## config.mk

```make
export PLATFORM = sky130hd
export DESIGN_NAME = lru_key_value_cache_with_ttl_top
export DESIGN_NICKNAME = d
export VERILOG_FILES = /design/src/hw/rtl/lrukv_pkg.sv /design/src/hw/rtl/lru_key_value_cache_with_ttl_top.sv /design/src/hw/rtl/lrukv_match.sv /design/src/hw/rtl/lrukv_store.sv
export SDC_FILE = /design/constraint.sdc
export NUM_CORES = 2
export LEC_CHECK = 0
export BUFFER_PORTS_ARGS = -buffer_cell sky130_fd_sc_hd__buf_2
export CORE_MARGIN = 2
export CORE_UTILIZATION = 42
export CTS_CLUSTER_DIAMETER = 120
export CTS_CLUSTER_SIZE = 14
export DETAILED_ROUTE_END_ITERATION = 16
export GPL_TIMING_DRIVEN = 0
export REMOVE_ABC_BUFFERS = 1
export SYNTH_ARGS = -nofsm -noshare
export SYNTH_HDL_FRONTEND = slang
export SYNTH_SLANG_ARGS = --single-unit
export TNS_END_PERCENT = 100
```

## constraint.sdc

```tcl
create_clock -name clock -period 8.1 [get_ports clock]
set_input_delay 1.62 -clock clock [delete_from_list [all_inputs] [get_ports clock]]
set_output_delay 1.62 -clock clock [all_outputs]
set_load 0.05 [all_outputs]
```

## src/hw/rtl/lrukv_pkg.sv

```systemverilog
// Shared types and constants of the key-value cache with expiry.
`default_nettype none
package lrukv_pkg;

   // Table geometry and internal field widths.
   localparam int ENTRIES    = 4;
   localparam int KEY_BITS   = 64;
   localparam int VALUE_BITS = 64;
   localparam int TIME_BITS  = 48;

   // Widths of the request and response ports.
   localparam int PORT_TYPE_BITS  = 2;
   localparam int PORT_KEY_BITS   = 64;
   localparam int PORT_VALUE_BITS = 64;
   localparam int PORT_TTL_BITS   = 32;
   localparam int PORT_NOW_BITS   = 48;

   // Derived widths: slot index and recency rank, usable time and deadline.
   localparam int IDX_BITS  = (ENTRIES > 1) ? $clog2(ENTRIES) : 1;
   localparam int NOW_BITS  = (TIME_BITS < PORT_NOW_BITS) ? TIME_BITS : PORT_NOW_BITS;
   localparam int DL_BITS   = ((NOW_BITS > PORT_TTL_BITS) ? NOW_BITS : PORT_TTL_BITS) + 2;
   localparam logic [IDX_BITS-1:0] LAST_RANK = IDX_BITS'(ENTRIES - 1);

   // Request operation codes.
   typedef enum logic [PORT_TYPE_BITS-1:0] {
      OP_SET    = 2'd0,
      OP_GET    = 2'd1,
      OP_DELETE = 2'd2,
      OP_EXPIRE = 2'd3
   } lrukv_op_type;

   // Registered request as seen by the table logic.
   typedef struct packed {
      lrukv_op_type                    op;
      logic [KEY_BITS-1:0]             key;
      logic [VALUE_BITS-1:0]           value;
      logic signed [PORT_TTL_BITS-1:0] ttl;
      logic [NOW_BITS-1:0]             now;
   } lrukv_req_type;

   // Response of one request.
   typedef struct packed {
      logic                  found;
      logic [VALUE_BITS-1:0] read_value;
      logic                  evicted;
      logic                  expired;
   } lrukv_rsp_type;

   // Associative search result over the table.
   typedef struct packed {
      logic                hit;
      logic [IDX_BITS-1:0] hit_idx;
      logic                free_found;
      logic [IDX_BITS-1:0] free_idx;
      logic [IDX_BITS-1:0] victim_idx;
   } lrukv_match_type;

endpackage
`default_nettype wire

```

## src/hw/rtl/lru_key_value_cache_with_ttl_top.sv

```systemverilog
// Top level of the key-value cache with recency replacement and expiry.
// The response strobe is registered: an accepted request passes the request register, then the response register.
// Throughput: one request per cycle outside reset; the store searches and updates the entry flip-flops in one step.
// The response is shown for one cycle under rsp_strobe and cannot be held off.
// Reset clears all entry valid bits at once; busy is high only while reset is applied.
`default_nettype none
module lru_key_value_cache_with_ttl_top
   import lrukv_pkg::*;
(
   input  wire logic                              clock,
   input  wire logic                              reset,
   input  wire logic                              start,
   output logic                                   busy,
   input  wire logic [PORT_TYPE_BITS-1:0]         req_type,
   input  wire logic [PORT_KEY_BITS-1:0]          req_key,
   input  wire logic [PORT_VALUE_BITS-1:0]        req_value,
   input  wire logic signed [PORT_TTL_BITS-1:0]   req_ttl_seconds,
   input  wire logic [PORT_NOW_BITS-1:0]          req_now_seconds,
   output logic                                   rsp_strobe,
   output logic                                   rsp_found,
   output logic [PORT_VALUE_BITS-1:0]             rsp_read_value,
   output logic                                   rsp_evicted,
   output logic                                   rsp_expired
);

   logic          req_valid_ff, req_valid_in;
   lrukv_req_type req_ff, req_in;
   logic          rsp_strobe_ff;
   lrukv_rsp_type rsp_ff, rsp_in;

   // Requests are refused only during reset.
   assign busy = reset;

   // Request register.
   assign req_valid_in = start && !busy;
   always_comb begin
      req_in.op    = lrukv_op_type'(req_type);
      req_in.key   = req_key[KEY_BITS-1:0];
      req_in.value = req_value[VALUE_BITS-1:0];
      req_in.ttl   = req_ttl_seconds;
      req_in.now   = req_now_seconds[NOW_BITS-1:0];
   end

   always_ff @(posedge clock) begin
      if (reset) begin
         req_valid_ff  <= 1'b0;
         rsp_strobe_ff <= 1'b0;
      end else begin
         req_valid_ff  <= req_valid_in;
         rsp_strobe_ff <= req_valid_ff;
      end
   end

   always_ff @(posedge clock) begin
      req_ff <= req_in;
      rsp_ff <= rsp_in;
   end

   // Table search and update.
   lrukv_store u_store (
      .clock     (clock),
      .reset     (reset),
      .req_valid (req_valid_ff),
      .req       (req_ff),
      .rsp       (rsp_in)
   );

   // Response ports.
   assign rsp_strobe     = rsp_strobe_ff;
   assign rsp_found      = rsp_ff.found;
   assign rsp_read_value = PORT_VALUE_BITS'(rsp_ff.read_value);
   assign rsp_evicted    = rsp_ff.evicted;
   assign rsp_expired    = rsp_ff.expired;

endmodule
`default_nettype wire

```

## src/hw/rtl/lrukv_match.sv

```systemverilog
// Associative key search, free slot pick and eviction victim pick.
`default_nettype none
module lrukv_match
   import lrukv_pkg::*;
(
   input  wire logic [KEY_BITS-1:0]               key,
   input  wire logic [ENTRIES-1:0]                valid,
   input  wire logic [ENTRIES-1:0][KEY_BITS-1:0]  keys,
   input  wire logic [ENTRIES-1:0][IDX_BITS-1:0]  ranks,
   output lrukv_match_type                        match
);

   // Compare every entry in parallel; the lowest index wins for hit and free slot.
   always_comb begin
      match = '0;
      for (int j = ENTRIES - 1; j >= 0; j--) begin
         if (valid[j] && (keys[j] == key)) begin
            match.hit     = 1'b1;
            match.hit_idx = IDX_BITS'(j);
         end
         if (!valid[j]) begin
            match.free_found = 1'b1;
            match.free_idx   = IDX_BITS'(j);
         end
      end
      // The victim is the valid entry holding the oldest rank.
      for (int j = 0; j < ENTRIES; j++) begin
         if (valid[j] && (ranks[j] == LAST_RANK)) begin
            match.victim_idx = IDX_BITS'(j);
         end
      end
   end

endmodule
`default_nettype wire

```

## src/hw/rtl/lrukv_store.sv

```systemverilog
// Entry storage with the per-request update of recency, values and deadlines.
`default_nettype none
module lrukv_store
   import lrukv_pkg::*;
(
   input  wire logic          clock,
   input  wire logic          reset,
   input  wire logic          req_valid,
   input  wire lrukv_req_type req,
   output lrukv_rsp_type      rsp
);

   logic [ENTRIES-1:0]                  valid_ff, valid_in;
   logic [ENTRIES-1:0][KEY_BITS-1:0]    key_ff, key_in;
   logic [ENTRIES-1:0][VALUE_BITS-1:0]  value_ff, value_in;
   logic [ENTRIES-1:0][DL_BITS-1:0]     dl_ff, dl_in;
   logic [ENTRIES-1:0][IDX_BITS-1:0]    rank_ff, rank_in;

   lrukv_match_type           match;
   logic [IDX_BITS-1:0]       hit_rank;
   logic [DL_BITS-1:0]        hit_dl;
   logic [IDX_BITS-1:0]       slot;
   logic signed [DL_BITS-1:0] now_ext;
   logic signed [DL_BITS-1:0] ttl_ext;
   logic signed [DL_BITS-1:0] dl_sum;
   logic                      dead;

   // Search the table for the request key.
   lrukv_match u_match (
      .key   (req.key),
      .valid (valid_ff),
      .keys  (key_ff),
      .ranks (rank_ff),
      .match (match)
   );

   // Values taken from the hit entry, and the deadline arithmetic.
   assign hit_rank = rank_ff[match.hit_idx];
   assign hit_dl   = dl_ff[match.hit_idx];
   assign now_ext  = DL_BITS'(req.now);
   assign ttl_ext  = DL_BITS'(req.ttl);
   assign dl_sum   = now_ext + ttl_ext;
   assign dead     = (hit_dl != '0) && (now_ext >= $signed(hit_dl));
   assign slot     = match.free_found ? match.free_idx : match.victim_idx;

   // Next table contents and the response of the request.
   always_comb begin
      valid_in = valid_ff;
      key_in   = key_ff;
      value_in = value_ff;
      dl_in    = dl_ff;
      rank_in  = rank_ff;
      rsp      = '0;
      if (req_valid) begin
         unique case (req.op)
            OP_SET: begin
               if (match.hit) begin
                  // Overwrite in place and make the entry most recent.
                  rsp.found                = 1'b1;
                  value_in[match.hit_idx]  = req.value;
                  dl_in[match.hit_idx]     = '0;
                  for (int j = 0; j < ENTRIES; j++) begin
                     if ((IDX_BITS'(j) != match.hit_idx) && valid_ff[j] &&
                         (rank_ff[j] < hit_rank)) begin
                        rank_in[j] = rank_ff[j] + 1'b1;
                     end
                  end
                  rank_in[match.hit_idx] = '0;
               end else begin
                  // Fill a free slot or replace the oldest entry; all others age.
                  rsp.evicted = !match.free_found;
                  for (int j = 0; j < ENTRIES; j++) begin
                     if ((IDX_BITS'(j) != slot) && valid_ff[j]) begin
                        rank_in[j] = rank_ff[j] + 1'b1;
                     end
                  end
                  valid_in[slot] = 1'b1;
                  key_in[slot]   = req.key;
                  value_in[slot] = req.value;
                  dl_in[slot]    = '0;
                  rank_in[slot]  = '0;
               end
            end
            OP_GET: begin
               if (match.hit) begin
                  if (dead) begin
                     // Deadline reached: drop the entry and close the rank gap.
                     rsp.expired             = 1'b1;
                     valid_in[match.hit_idx] = 1'b0;
                     for (int j = 0; j < ENTRIES; j++) begin
                        if (valid_ff[j] && (rank_ff[j] > hit_rank)) begin
                           rank_in[j] = rank_ff[j] - 1'b1;
                        end
                     end
                  end else begin
                     rsp.found      = 1'b1;
                     rsp.read_value = value_ff[match.hit_idx];
                     for (int j = 0; j < ENTRIES; j++) begin
                        if ((IDX_BITS'(j) != match.hit_idx) && valid_ff[j] &&
                            (rank_ff[j] < hit_rank)) begin
                           rank_in[j] = rank_ff[j] + 1'b1;
                        end
                     end
                     rank_in[match.hit_idx] = '0;
                  end
               end
            end
            OP_DELETE: begin
               if (match.hit) begin
                  rsp.found               = 1'b1;
                  valid_in[match.hit_idx] = 1'b0;
                  for (int j = 0; j < ENTRIES; j++) begin
                     if (valid_ff[j] && (rank_ff[j] > hit_rank)) begin
                        rank_in[j] = rank_ff[j] - 1'b1;
                     end
                  end
               end
            end
            OP_EXPIRE: begin
               // Store the new deadline; recency is left alone.
               if (match.hit) begin
                  rsp.found            = 1'b1;
                  dl_in[match.hit_idx] = dl_sum;
               end
            end
            default: begin
            end
         endcase
      end
   end

   // Valid bits are control state and clear on reset.
   always_ff @(posedge clock) begin
      if (reset) begin
         valid_ff <= '0;
      end else begin
         valid_ff <= valid_in;
      end
   end

   // Entry payload is only read while valid.
   always_ff @(posedge clock) begin
      key_ff   <= key_in;
      value_ff <= value_in;
      dl_ff    <= dl_in;
      rank_ff  <= rank_in;
   end

endmodule
`default_nettype wire

```

Word-level counts from Yosys, hierarchy flattened
Index checks and enable logic that the tools add are counted.
Word-level totals
  output and inout port bits: 69
  bits of input ports: 213
  bits in registers: 1003
Operators by class
  bitwise logic cells: 16
  add/subtract/negate cells: 9
  $lt $le $gt $ge: 13
  reduce and logical (&&, ||, !) cells: 44
  mux-type cells: 109
  equal/unequal tests: 21
Operators with widths (number)
  256-bit bitwise mux: 3
  200-bit bitwise AND: 2
  200-bit two-way mux: 2
  200-bit NOT: 2
  200-bit one-hot mux with 2 select lines: 1
  64-bit demux with 2-bit select: 2
  64-bit == test: 4
  256-bit two-way mux: 1
  200-bit bitwise mux: 1
  50-bit demux with 2-bit select: 2
  64-bit two-way mux: 3
  50-bit two-way mux: 3
  65-bit two-way mux: 2
  64-bit binary-select mux with 2-bit select: 1
  2-bit two-way mux: 58
  50-bit binary-select mux with 2-bit select: 1
  49-bit by 32-bit adder with 50-bit output: 1
  49-bit by 50-bit >= comparator with 1-bit output: 1
  50-bit nonzero test: 1
  8-bit two-way mux: 4
  1-bit logical AND: 27
  8-bit bitwise AND: 3
  3-bit two-way mux: 8
  8-bit one-hot mux with 3 select lines: 1
  other kinds (34): 78

Logic depth before layout (Yosys ltp)
  word-level depth: 19
  depth in mapped cells: 31
  gate-level depth less buffers: 25

Hierarchy
From an unflattened synthesis, not the netlist that was laid out.
Unflattened totals
  cells, all modules: 3094
  area total of the unflattened synthesis: 43116.4 sq um
Modules (own cells, without submodules)
  lrukv_store: cells an instance 2380, area an instance 34389.2 sq um, seq. area each 21700.8 sq um, times used 1
  lru_key_value_cache_with_ttl_top: cells an instance 282, area an instance 5605.4 sq um, seq. area each 5585.4 sq um, times used 1
  lrukv_match: cells an instance 432, area an instance 3121.7 sq um, seq. area each 0.0 sq um, times used 1

Least setup slack after synthesis
No wires, ideal clock.
  kind: register to register
  start point: register, netlist name req_ff[148]
  end point: register u_store.value_ff[128] in the netlist's numbering, enable pin
  period minus slack after synthesis: 7171 ps
  arrival time: 6606 ps
  path slack: 929 ps
  stages on the path, launching flop included: 11
  setup time: 565 ps
  data required time: 7535 ps
  buffers on the path: 2
  cell sequence: dfxtp_1 clkbuf_1 xnor2_1 nand4_1 nor4_1 nand4_1 or4_4 buf_6 nand3_1 nor2_1 nor3_1
RTL lines
  end signal, assigned: line lrukv_store.sv:144  | value_ff <= value_in;
  end, declared: line lrukv_store.sv:15  | logic [ENTRIES-1:0][VALUE_BITS-1:0] value_ff, value_in;

Worst setup path in the final report
  start point: register req_ff[177] in the netlist's numbering
  end point: register rsp_ff, in the netlist rsp_read_value[46]
On the way
  longest elaborated chain between the ends: 11
  elaborated cells on any way between the ends: 21
RTL lines
  start, declared: line lru_key_value_cache_with_ttl_top.sv:27  | lrukv_req_type req_ff, req_in;
  start signal, assigned: line lru_key_value_cache_with_ttl_top.sv:55  | req_ff <= req_in;
  64-bit == test: line lrukv_match.sv:17  | if (valid[j] && (keys[j] == key)) begin
  1-bit logical AND: line lrukv_match.sv:17
  3-bit two-way mux (3 in series): line lrukv_match.sv:17
  3-bit two-way mux (*): line lrukv_match.sv:17
  50-bit binary-select mux with 2-bit select: line lrukv_store.sv:39  | assign hit_dl = dl_ff[match.hit_idx];
  50-bit two-way mux (implied by the code): line lrukv_store.sv:39
  49-bit by 50-bit >= comparator with 1-bit output / 50-bit nonzero test (equally long branches): line lrukv_store.sv:43  | assign dead = (hit_dl != '0) && (now_ext >= $signed(hit_dl));
  1-bit logical AND: line lrukv_store.sv:43
  4-bit OR reduction (no line)
  end signal, assigned: line lru_key_value_cache_with_ttl_top.sv:56  | rsp_ff <= rsp_in;
  end, declared: line lru_key_value_cache_with_ttl_top.sv:29  | lrukv_rsp_type rsp_ff, rsp_in;
Every way passes the cells marked *; elsewhere a longest branch is shown, timed or not. The select of a mux whose other input is x is not followed.
A chain may end at the register's enable or synchronous reset.

==> flow_metrics.py <==
metrics = {
    "setup_path": {
        "arrival_ps": 8570,
        "crit_path_cell_trace": "xnor2_1 > nand4_1 > nor4_2 > nand4_1 > buf_4 > or4_4 > or4b_2 > o211ai_1 > a21oi_1 > ha_1 > nand4_1 > nor3_1 > nand4_1 > o2111ai_1 > o21ai_0 > a21oi_1 > o21ai_0 > o21ba_2 > a22oi_2 > or2_4 > buf_16 > buf_16 > nor2_4",
        "worstRegToRegCells": 23,
        "crit_family": "simple AND/OR/NAND/NOR gates",
        "path_buf_inv": 3,
        "endpoint_kind": "register",
        "critPathRequiredTime_ps": 8640,
        "critPathMostFrequentCell": "nand4_1",
        "cp_slowest_cell": "or4_4",
        "worst_r2r_endpoint": "rsp_read_value[46]",
        "timing.rr.start": "req_ff[177]",
        "rrSetupSlack_ps": 70,
        "worst_setup_path_start_kind": "register",
        "slowest_delay_ps": 840,
        "path_class": "reg -> reg",
        "cp_max_fo": 39,
    },
    "yosys": {
        "avgSynthCellArea_um2": 12.0,
        "yosysUniqueCellTypes": 89,
        "ys_seq_area_frac": 0.618,
        "synth-edff-count": 720,
        "synth_top_area_share": 0.490,
        "synthTopCellsByArea": "edfxtp_1, dfxtp_1, xnor2_1",
        "synthFlopType": "edfxtp_1",
        "ys_async_sr_fraction": 0,
        "syn_area_um2": 44100,
        "synthCells": 3676,
        "yosys.area.top_type": "edfxtp_1",
        "ys_seq_elements": 1003,
        "ys_warn_count": 0,
    },
    "clock_network": {
        "worstSkewPairLatency_ps": 710,
        "clockRootBuffer": "clkbuf_16",
        "tritoncts": "built",
        "cts_made_buffers": 81,
        "cts_buffer_depth": 3,
        "clk_pin_slew_ps": 70,
        "htreeDepth": 3,
        "hold_buffers": 0,
        "cts_sinks": 1003,
    },
    "floorplan": {
        "core_um2": 104000,
        "die_h_um": 328,
        "dieArea_um2": 108000,
        "row_count": 118,
        "initial_core_util": 0.425,
        "io_pins": 282,
        "die_x_um": 328,
    },
    "timing": {
        "setup_ws_ps": 74.1,
        "finClkSkew_ps": 59.3,
        "period_needed_ps": 8030,
        "min_period_over_period": 0.991,
        "rsz0062_at_grt": "false",
        "fin_hold_ws_ps": 491,
        "final_hold_viol_count": 0,
        "setup_viol": 0,
        "slew_headroom": 0.0345,
        "drv_slew": 0,
        "worstMarginPinSlew_ps": 1440,
        "clock.fmax_mhz": 125,
    },
    "routing": {
        "vias": 30800,
        "dr.pass1.iters": 6,
        "wl_mm": 129,
        "viasPerCell": 5.70,
        "drtAntennaViolNets": 0,
        "drtIter0Drc": 3127,
        "wl_per_cell_um": 23.9,
        "drc_errors": 0,
    },
    "global_routing": {
        "first_global_vias": 29700,
        "grt_pass1_wl_mm": 191,
        "grt_max_degree": 67,
        "antenna_found_initial": 10,
        "gr-total-overflow": 0,
        "track_usage": 0.235,
    },
    "power_and_ir_drop": {
        "power.density_nw_per_um2": 201,
        "p_leak_nw": 18.3,
        "ir_drop_mv": 0.189,
    },
    "placed_design": {
        "place_ws_ps": -2520,
        "place_area_um2": 48100,
        "gp_congestion": 0.897,
        "io_buffers": 281,
        "post-dp-hpwl_mm": 87.9,
    },
    "cells_and_area": {
        "drive_gt1_frac": 0.149,
        "fin_area_um2": 50800,
        "n_fill_cell": 9179,
        "final_common_cell": "edfxtp_1",
        "synthToLayoutAreaGrowth_pct": 15.2,
        "final_cell_mix": "edfxtp_1, nand2_1, buf_2, dfxtp_1, xnor2_1",
        "layout.nets": 4278,
    },
    "min_path": {
        "min_from": "u_store.value_ff[223]",
        "hold_depth": 2,
        "min_path_type": "reg -> reg",
        "min_to": "rsp_read_value[31]",
    },
    "outcome": {
        "outcome": "complete, no violations",
    },
    "flow_run": {
        "cap_violations": 0,
    },
}
area by class of cell:
type	count	area, µm²	share of cell area
inverter	59	221	0.00436
timing repair buffer	377	3010	0.0593
antenna	5	12.5	0.000246
clock buffer	143	2280	0.0449
clock inverter	7	165	0.00325
multi-input combinational	2429	16100	0.317
sequential	1003	27300	0.537
tap	1380	1730	0.0340
routing by layer:
layer / wire length [µm] / global-route usage / vias to the layer above
met5: 13 / 0 / -
met1: 55200 / 0.323 / 15200
met3: 9050 / 0.0348 / 233
li1: - / - / 14000
met2: 61000 / 0.382 / 1269
met4: 3940 / 0.0807 / 2
worst max-delay path by stage:
stage / from / depth (start not counted) / slack [ps] / to
2_1_floorplan: req_ff[186] / 23 / -3480 / rsp_read_value[0]
3_3_place_gp: req_ff[177] / 9 / -15820 / u_store.dl_ff[184]
3_5_place_dp: req_ff[199] / 23 / -2520 / rsp_read_value[4]
4_1_cts: req_ff[177] / 23 / 130 / rsp_read_value[46]
5_1_grt: req_ff[186] / 23 / 7 / rsp_read_value[46]
6_report: req_ff[177] / 23 / 70 / rsp_read_value[46]
synth_stat cells (all sizes together) (14+ instances only):
master / instances
a221oi: 77
or3: 41
nand3: 48
a211oi: 16
o21ai: 193
a21oi: 139
o21bai: 14
nand4: 98
a21o: 35
xor2: 53
nor2: 150
ha: 113
nor4: 59
nor2b: 206
nor3: 34
clkbuf: 148
dfxtp: 283
a22o: 51
and2: 78
o22ai: 44
nand2: 485
o211ai: 38
buf: 37
inv: 59
xnor2: 217
nand2b: 61
edfxtp: 720
cells by family (layout without fill, tap and decap cells):
group | Yosys count | in the layout | synth area share
compound gates | 722 | 722 | 0.109
xor+xnor | 270 | 270 | 0.0536
fa+ha+maj | 114 | 114 | 0.0325
buf+inv | 244 | 586 | 0.0242
flops | 1003 | 1003 | 0.618
mux | 9 | 9 | 0.00207
other cells | 0 | 5 | 0
simple gates | 1314 | 1314 | 0.160
worst register-to-register path, cell delays in order (launching register included):
cell	delay (ps)
dfxtp_1	630
xnor2_1	190
nand4_1	280
nor4_2	600
nand4_1	170
buf_4	220
or4_4	840
or4b_2	740
o211ai_1	120
a21oi_1	170
ha_1	400
nand4_1	130
nor3_1	440
nand4_1	400
o2111ai_1	480
o21ai_0	180
a21oi_1	320
o21ai_0	160
o21ba_2	260
a22oi_2	220
or2_4	200
buf_16	280
buf_16	360
nor2_4	100
where the power goes:
part	leakage [nW]	internal [mW]	switching, mW
combinational	8.04	0.272	0.390
sequential	9.12	5.57	0.123
clock	1.15	1.94	1.92
total	18.3	7.78	2.43
state kept, by name (all words and copies together), names as in the netlist:
signal            count
rsp_found             1
req_ff              210
rsp_strobe            1
rsp_evicted           1
u_store.dl_ff       200
req_valid_ff          1
rsp_expired           1
u_store.rank_ff       8
u_store.key_ff      256
u_store.value_ff    256
u_store.valid_ff      4
rsp_read_value       64
timing repair:
action                                  4_1_cts  5_1_grt
endpoints found under the setup margin       78       25
setup buffers                                13        4
pin swaps                                     6        2
gates resized for setup                      25        2
endpoints found under the hold margin         0        0
per-stage QoR:
stage / power [mW] / setup TNS (ps) / utilization / std cells
2_1_floorplan: 6.17 / -516370 / - / 3491
3_3_place_gp: 6.44 / -7608680 / 0.447 / 5152
3_5_place_dp: 6.46 / -163600 / 0.464 / 5231
4_1_cts: 10.3 / 0 / 0.489 / 5394
5_1_grt: 10.6 / 0 / 0.490 / 5402
6_report: 10.2 / 0 / 0.490 / 5403
Note: power is estimated with default switching activity, not from simulation.
